--- src/design/skf_pkg.sv ---
// Shared types and constants for the scalar Kalman filter.
`default_nettype none
package skf_pkg;

	// Fixed field and state widths
	localparam int REG_W      = 20;
	localparam int COV_W      = 21;
	localparam int EST_W      = 32;
	localparam int GAIN_OUT_W = 17;
	localparam int OUT_TDATA_W = 56;

	// Configuration register indexes
	localparam logic REG_PROCESS_NOISE     = 1'b0;
	localparam logic REG_MEASUREMENT_NOISE = 1'b1;

	localparam logic [REG_W-1:0] PROCESS_NOISE_RST     = 20'd66;
	localparam logic [REG_W-1:0] MEASUREMENT_NOISE_RST = 20'd34996;
	localparam logic [COV_W-1:0] COV_MAX               = {COV_W{1'b1}};

	// Sequencer states
	typedef enum logic [6:0] {
		ST_IDLE = 7'b0000001,
		ST_PREP = 7'b0000010,
		ST_DIV  = 7'b0000100,
		ST_GAIN = 7'b0001000,
		ST_MUL1 = 7'b0010000,
		ST_MUL2 = 7'b0100000,
		ST_FIN  = 7'b1000000
	} skf_state_t;

endpackage
`default_nettype wire

--- src/design/scalar_kalman_filter.sv ---
// Top level of the scalar Kalman filter: sequencer, divider and shared multiplier.
`default_nettype none
// One-dimensional Kalman filter with a constant-state model. Each input beat carries one
// signed sensor sample; each output beat carries the new estimate (signed, FRAC_BITS
// fractional bits) and the gain used for that step. The estimate and error covariance
// clear at reset, and the process and measurement noise registers reset to about 0.001
// and 0.534. Each sample passes through the states PREP, DIV, GAIN, MUL1, MUL2 and FIN;
// the input is not ready again until FIN hands the result to the output register, so
// one sample is worked on at a time. The gain is formed by a restoring divider, one
// quotient bit per cycle, followed by two passes through one shared multiplier. The
// result sits in an output register, so the next sample is taken while an earlier
// result still waits for the downstream side. Write the noise registers only while the
// filter is idle.
module scalar_kalman_filter
	import skf_pkg::*;
#(
	parameter int SAMPLE_WIDTH = 16,
	parameter int FRAC_BITS    = 16
) (
	input  wire                                  clk,
	input  wire                                  arst_n,
	// Input stream
	input  wire                                  s_axis_tvalid,
	output logic                                 s_axis_tready,
	// tdata: sample (SAMPLE_WIDTH bits, signed), zero padding to whole bytes
	input  wire  [((SAMPLE_WIDTH+7)/8)*8-1:0]    s_axis_tdata,
	// Output stream
	output logic                                 m_axis_tvalid,
	input  wire                                  m_axis_tready,
	// tdata: estimate [31:0] (signed), kalman_gain [48:32], zero padding [55:49]
	output logic [OUT_TDATA_W-1:0]               m_axis_tdata,
	// Configuration write port
	input  wire                                  cfg_we,
	input  wire                                  cfg_addr,
	input  wire  [REG_W-1:0]                     cfg_data
);

	localparam int QW  = FRAC_BITS + 1;          // gain / quotient width
	localparam int DW  = COV_W + 1;              // denominator width
	localparam int NW  = COV_W + FRAC_BITS + 1;  // dividend width
	localparam int CW  = $clog2(QW + 1);
	localparam int MAW = EST_W;                  // multiplier operand A width
	localparam int PW  = MAW + QW;               // product width
	localparam int RW  = PW + 1 - FRAC_BITS;     // rounded product width
	localparam int SW  = 36;                     // estimate sum width
	localparam int TW  = (SAMPLE_WIDTH + FRAC_BITS > EST_W + 1) ?
		SAMPLE_WIDTH + FRAC_BITS : EST_W + 1;

	localparam logic [QW-1:0] ONE  = {1'b1, {FRAC_BITS{1'b0}}};
	localparam logic [PW:0]   HALF = (PW+1)'(1) << (FRAC_BITS - 1);

	localparam logic signed [TW-1:0] TGT_HI = TW'(64'sd2147483647);
	localparam logic signed [TW-1:0] TGT_LO = TW'(-64'sd2147483648);
	localparam logic signed [SW-1:0] EST_HI = SW'(64'sd2147483647);
	localparam logic signed [SW-1:0] EST_LO = SW'(-64'sd2147483648);

	skf_state_t                state_q;
	logic [REG_W-1:0]          q_noise_q, r_noise_q;
	logic signed [EST_W-1:0]   prior_q;
	logic [COV_W-1:0]          cov_q;

	logic signed [SAMPLE_WIDTH-1:0] sample_q;
	logic [COV_W-1:0]          pmid_q;
	logic [DW-1:0]             den_q, rem_q;
	logic                      den_zero_q;
	logic [QW-1:0]             num_q, quo_q, gain_q;
	logic [CW-1:0]             cnt_q;
	logic [MAW-1:0]            mag_q;
	logic                      neg_q;
	logic [PW-1:0]             prod_q;
	logic signed [EST_W-1:0]   est_q;

	logic                      out_valid_q;
	logic [EST_W-1:0]          out_est_q;
	logic [GAIN_OUT_W-1:0]     out_gain_q;

	logic                      in_beat, out_free;

	// Predicted covariance, saturated to the covariance width.
	logic [COV_W:0]            pmid_sum;
	logic [COV_W-1:0]          pmid_c;

	// Denominator and rounded dividend.
	logic [DW-1:0]             den_c;
	logic [NW-1:0]             num_c;

	// Clamped target and distance from the prior estimate.
	logic signed [TW-1:0]      tgt_ext;
	logic signed [EST_W-1:0]   tgt_c;
	logic signed [EST_W:0]     diff_c;

	// Divider step.
	logic [DW:0]               trial_c;
	logic                      ge_c;

	// Shared multiplier.
	logic [MAW-1:0]            mul_a;
	logic [QW-1:0]             mul_b;
	logic [PW-1:0]             prod_c;

	// Rounding of the product for both the estimate step and the new covariance.
	logic [PW:0]               rsum_c;
	logic [RW-1:0]             rnd_c;
	logic signed [SW-1:0]      est_sum;
	logic signed [EST_W-1:0]   est_c;
	logic [COV_W-1:0]          pnew_c;

	assign in_beat       = s_axis_tvalid && s_axis_tready;
	assign out_free      = !out_valid_q || m_axis_tready;
	assign s_axis_tready = (state_q == ST_IDLE);
	assign m_axis_tvalid = out_valid_q;
	assign m_axis_tdata  = {{(OUT_TDATA_W-EST_W-GAIN_OUT_W){1'b0}}, out_gain_q, out_est_q};

	assign pmid_sum = {1'b0, cov_q} + (COV_W+1)'(q_noise_q);
	assign pmid_c   = pmid_sum[COV_W] ? COV_MAX : pmid_sum[COV_W-1:0];

	assign den_c = DW'(pmid_q) + DW'(r_noise_q);
	assign num_c = NW'({pmid_q, {FRAC_BITS{1'b0}}}) + NW'(den_c >> 1);

	assign tgt_ext = TW'(sample_q) <<< FRAC_BITS;
	always_comb begin
		if (tgt_ext > TGT_HI) begin
			tgt_c = TGT_HI[EST_W-1:0];
		end else if (tgt_ext < TGT_LO) begin
			tgt_c = TGT_LO[EST_W-1:0];
		end else begin
			tgt_c = tgt_ext[EST_W-1:0];
		end
	end
	assign diff_c = (EST_W+1)'(tgt_c) - (EST_W+1)'(prior_q);

	assign trial_c = {rem_q, num_q[QW-1]};
	assign ge_c    = (trial_c >= {1'b0, den_q});

	// The multiplier forms gain * |difference| first, then (1 - gain) * predicted covariance.
	assign mul_a  = (state_q == ST_MUL1) ? mag_q : MAW'(pmid_q);
	assign mul_b  = (state_q == ST_MUL1) ? gain_q : ONE - gain_q;
	assign prod_c = PW'(mul_a) * PW'(mul_b);

	assign rsum_c = {1'b0, prod_q} + HALF;
	assign rnd_c  = rsum_c[PW:FRAC_BITS];

	always_comb begin
		if (neg_q) begin
			est_sum = SW'(prior_q) - $signed({{(SW-RW){1'b0}}, rnd_c});
		end else begin
			est_sum = SW'(prior_q) + $signed({{(SW-RW){1'b0}}, rnd_c});
		end
		if (est_sum > EST_HI) begin
			est_c = EST_HI[EST_W-1:0];
		end else if (est_sum < EST_LO) begin
			est_c = EST_LO[EST_W-1:0];
		end else begin
			est_c = est_sum[EST_W-1:0];
		end
	end

	assign pnew_c = (|rnd_c[RW-1:COV_W]) ? COV_MAX : rnd_c[COV_W-1:0];

	// Configuration registers.
	always_ff @(posedge clk or negedge arst_n) begin
		if (!arst_n) begin
			q_noise_q <= PROCESS_NOISE_RST;
			r_noise_q <= MEASUREMENT_NOISE_RST;
		end else if (cfg_we) begin
			unique case (cfg_addr)
				REG_PROCESS_NOISE:     q_noise_q <= cfg_data;
				REG_MEASUREMENT_NOISE: r_noise_q <= cfg_data;
				default: ;
			endcase
		end
	end

	// Sequencer, filter state and output valid.
	always_ff @(posedge clk or negedge arst_n) begin
		if (!arst_n) begin
			state_q     <= ST_IDLE;
			prior_q     <= '0;
			cov_q       <= '0;
			out_valid_q <= 1'b0;
		end else begin
			// A beat taken in the final state is replaced there by the new result.
			if (out_valid_q && m_axis_tready && state_q != ST_FIN) begin
				out_valid_q <= 1'b0;
			end
			unique case (state_q)
				ST_IDLE: begin
					if (in_beat) begin
						state_q <= ST_PREP;
					end
				end
				ST_PREP: state_q <= ST_DIV;
				ST_DIV: begin
					if (cnt_q == CW'(QW - 1)) begin
						state_q <= ST_GAIN;
					end
				end
				ST_GAIN: state_q <= ST_MUL1;
				ST_MUL1: state_q <= ST_MUL2;
				ST_MUL2: state_q <= ST_FIN;
				ST_FIN: begin
					// Hold here until the output register can take the result.
					if (out_free) begin
						prior_q     <= est_q;
						cov_q       <= pnew_c;
						out_valid_q <= 1'b1;
						state_q     <= ST_IDLE;
					end
				end
				default: state_q <= ST_IDLE;
			endcase
		end
	end

	// Datapath registers.
	always_ff @(posedge clk) begin
		unique case (state_q)
			ST_IDLE: begin
				if (in_beat) begin
					sample_q <= s_axis_tdata[SAMPLE_WIDTH-1:0];
					pmid_q   <= pmid_c;
				end
			end
			ST_PREP: begin
				den_q      <= den_c;
				den_zero_q <= (den_c == '0);
				rem_q      <= DW'(num_c[NW-1:QW]);
				num_q      <= num_c[QW-1:0];
				quo_q      <= '0;
				cnt_q      <= '0;
				neg_q      <= diff_c[EST_W];
				mag_q      <= diff_c[EST_W] ? MAW'(-diff_c) : diff_c[EST_W-1:0];
			end
			ST_DIV: begin
				// Restoring division, one quotient bit per cycle, MSB first.
				rem_q <= ge_c ? DW'(trial_c - {1'b0, den_q}) : DW'(trial_c);
				num_q <= num_q << 1;
				quo_q <= {quo_q[QW-2:0], ge_c};
				cnt_q <= cnt_q + CW'(1);
			end
			ST_GAIN: begin
				if (den_zero_q) begin
					gain_q <= '0;
				end else if (quo_q > ONE) begin
					gain_q <= ONE;
				end else begin
					gain_q <= quo_q;
				end
			end
			ST_MUL1: prod_q <= prod_c;
			ST_MUL2: begin
				est_q  <= est_c;
				prod_q <= prod_c;
			end
			ST_FIN: begin
				if (out_free) begin
					out_est_q  <= est_q;
					out_gain_q <= GAIN_OUT_W'(gain_q);
				end
			end
			default: ;
		endcase
	end

endmodule
`default_nettype wire

--- config.mk ---
export PLATFORM = sky130hd
export DESIGN_NAME = scalar_kalman_filter
export DESIGN_NICKNAME = d
export VERILOG_FILES = /design/src/design/skf_pkg.sv /design/src/design/scalar_kalman_filter.sv
export SDC_FILE = /design/constraint.sdc
export NUM_CORES = 2
export LEC_CHECK = 0
export ABC_AREA = 1
export CORE_MARGIN = 2
export CORE_UTILIZATION = 55
export CTS_BUF_LIST = sky130_fd_sc_hd__clkbuf_4 sky130_fd_sc_hd__clkbuf_8 sky130_fd_sc_hd__clkbuf_16
export DETAILED_ROUTE_END_ITERATION = 8
export DONT_BUFFER_PORTS = 1
export PLACE_DENSITY = 0.7
export REMOVE_ABC_BUFFERS = 1
export SLEW_MARGIN = 20
export SYNTH_ARGS = -nofsm -noshare
export SYNTH_HDL_FRONTEND = slang
export SYNTH_SLANG_ARGS = --single-unit
--- constraint.sdc ---
create_clock -name clk -period 12.02 [get_ports clk]
set_input_delay 2.404 -clock clk [delete_from_list [all_inputs] [get_ports clk]]
set_output_delay 2.404 -clock clk [all_outputs]
set_load 0.02 [all_outputs]
==> Flow_metrics.wiki <==
{| class="wikitable"
! Metric !! Value
|-
| # Post-CTS Setup Buffers || 0
|-
| Library cell with the highest instance count after synthesis || nand2_1
|-
| Final antenna diode count || 0
|-
| Maxcap violations || 0
|-
| Clock tree skew after final layout || 0.0445 ns
|-
| Vias in the first global route || 34,400
|-
| Die height || 279 um
|-
| # resized after CTS || 0
|-
| Arr. time, crit path || 10.11 ns
|-
| Count of flip-flops with a built-in enable after synthesis || 286
|-
| Clock root buffer || clkbuf_16
|-
| Final period demand of the worst path || 9.79 ns
|-
| Cells after synthesis || 5,211
|-
| Post-DR vias/cell || 5.58
|-
| Rows || 100
|-
| Crit Path Class || reg -> reg
|-
| Worst skew pair latency || 0.61 ns
|-
| Sequential area share after synthesis || 0.268
|-
| Worst-path fanout max || 41
|-
| Final clock period utilization by the worst path || 0.814
|-
| Cell accounting for the most synthesized area || fa_1
|-
| Effective utilization at floorplan || 0.557
|-
| Post-detailed-routing wire length || 127,000 um
|-
| Wire length per cell after detailed routing || 20.6 um
|-
| IO Count || 100
|-
| Leading cell types by count after synthesis || 1,275 x nand2_1, 1,025 x inv_1, 543 x nor2_1, 452 x fa_1, 286 x edfxtp_1
|-
| Capturing element type of the critical path || register
|-
| Clock buffer depth || 3
|-
| DRT iter0 DRCs || 3,374
|-
| Total of fill cells in the finished design || 6,961
|-
| Overall global routing resource usage || 0.334
|-
| Number of setup violations in the final report || 0
|-
| Netlist area before placement || 41,500 um2
|-
| Layer with the highest usage || met2
|-
| Number of CTS-inserted buffers || 44
|-
| Remaining antenna violation count after routing || 0
|-
| Global routing usage on met3 || 0.0503
|-
| Post-layout net count || 5,904
|-
| GRT met1 Usage || 0.466
|-
| Count of hold buffers inserted by post-cts repair || 0
|-
| # DRC || 0
|-
| Synthesized area per cell || 7.97 um2
|-
| Placer's final routability congestion estimate || 1.00
|-
| Result of the run || completed
|-
| Fin. max-slew vios || 0
|-
| Die Area || 77,700 um2
|-
| Final hold violation count || 0
|-
| Fraction of layout instances using a drive strength above 1 || 0.0377
|-
| Yosys cell types || 55
|-
| Maximum clock frequency || 102 MHz
|-
| Final TNS setup || 0 ns
|-
| Count of H-tree levels built during CTS || 2
|-
| RSZ-0062 raised after global routing || false
|-
| Proportion of register bits with asynchronous set or reset after synthesis || 0.261
|-
| Worst Tran Pin Value || 1.22 ns
|-
| Met2 track utilization from global routing || 0.524
|-
| Port Buf Inserts || 0
|-
| DPL Wire Length || 102,000 um
|-
| Synthesis-stage register bit count || 387
|-
| Required time of the worst setup path || 12.34 ns
|-
| Wire length of the first global-routing pass || 199,000 um
|-
| Area delta synth->final || 6.27%
|-
| Pin count of the biggest net entering global routing || 102
|-
| CORE AREA || 74,600 um2
|-
| Antenna violations before repair || 0
|-
| Clk sinks || 387
|-
| Tightest Hold Check Type || reg -> reg
|-
| Initial DRT Pass Iterations || 6
|-
| CP startpoint kind || register
|-
| Residual overflow from global routing || 0
|-
| Clock slew seen by the registers of the worst setup and hold paths || 0.07 ns
|-
| Count of yosys warnings during synthesis || 0
|-
| Worst slew margin relative to its limit || 0.182
|-
| Detailed-route via count || 34,400
|-
| Synth top area cells || fa_1 22%, edfxtp_1 21%, nand2_1 12%, inv_1 9.3%, ha_1 7.4%
|-
| Die X-Extent || 279 um
|-
| Share of the synthesized area in the top cell type || 0.218
|-
| Dominant synthesized flop cell || edfxtp_1
|-
| Clock tree from TritonCTS || yes
|}
[layout by cell type, fill, tap and decap left out, types with 135 or more instances in the layout]
master / netlist / layout
o21ai_0: 243 / 241
nor2_1: 543 / 542
fa_1: 452 / 452
xor2_1: 143 / 143
nand2_1: 1275 / 1272
inv_1: 1025 / 1022
edfxtp_1: 286 / 286
nand3_1: 135 / 135
a21oi_1: 209 / 209
ha_1: 245 / 245
[flip-flops by register name, summed over array words and instances, names as in the netlist, 5 cells and up]
name        count
rem_q          22
est_q          32
out_est_q      32
q_noise_q      20
mag_q          32
out_gain_q     17
prior_q        32
sample_q       16
pmid_q         21
quo_q          17
prod_q         34
cnt_q           5
den_q          22
gain_q         17
cov_q          21
r_noise_q      20
state_q         7
num_q          17
[worst max-delay path, stage by stage (launching register included)]
cell and delay (ns):
dfrtp_1 0.43, nor2_1 0.16, inv_1 0.11, nor2_1 0.19, nand2_1 0.46, inv_2 0.58
buf_4 0.52, nand2_1 0.09, o21ai_1 0.66, clkinv_1 0.77, nor2_1 0.33, fa_1 0.47
fa_1 0.52, fa_1 0.55, fa_1 0.54, fa_1 0.55, inv_1 0.05, fa_1 0.53
inv_1 0.04, ha_1 0.35, nand2_1 0.11, nor2_1 0.14, inv_1 0.07, nor4_1 0.47
a21o_1 0.25, a21oi_1 0.11, o21ai_0 0.28, xor2_1 0.11
[layer usage]
layer  share of wire  routed length [um]  vias up
met5               0                   0        -
met4           0.047                5970        0
met3           0.080               10200      258
met2            0.45               57200     1434
met1            0.42               54000    16600
li1                -                   -    16100
[layout make-up]
class / count / area [um2] / share of cell area
clock buffers: 55 / 1270 / 0.0287
clock inverters: 27 / 314 / 0.00711
inverters: 1037 / 3900 / 0.0883
multi-input cells: 3658 / 26000 / 0.589
flip-flops and latches: 387 / 11100 / 0.252
well taps: 969 / 1210 / 0.0275
repair buffers: 37 / 305 / 0.00692
[kinds of logic after synthesis]
group	synth area share
compound gates	0.0789
buf+inv	0.108
other cells	0.0000903
xor+xnor	0.0438
fa+ha+maj	0.292
simple gates	0.210
flops	0.268
[final timing paths]
kind / cells after the start / endpoint / startpoint / slack, ns
setup / recovery: 27 / prod_q[41] / state_q[1] / 2.23
setup reg to reg: 27 / prod_q[41] / state_q[1] / 2.23
hold / removal: 0 / out_est_q[30] / est_q[30] / 0.45
min in group asynchronous: 0 / prior_q[5] / arst_n / 1.49
max in group asynchronous: 0 / r_noise_q[15] / arst_n / 10.28
hold reg to reg: 0 / out_est_q[30] / est_q[30] / 0.45
[per-stage QoR]
step,instance area [um2],instances,worst slack (ns),hold slack (ns),util
2_1_floorplan,41000,5082,3.73,0.427,-
6_report,44100,6170,2.23,0.451,0.592
4_1_cts,44100,6169,2.38,0.452,0.591
3_3_place_gp,42500,6085,2.49,0.435,0.570
5_1_grt,44100,6170,1.73,0.465,0.592
3_5_place_dp,42500,6087,2.49,0.434,0.570
Power is not shown: default switching activity piles up to over one toggle a cycle in this logic, so the estimate is an artifact.
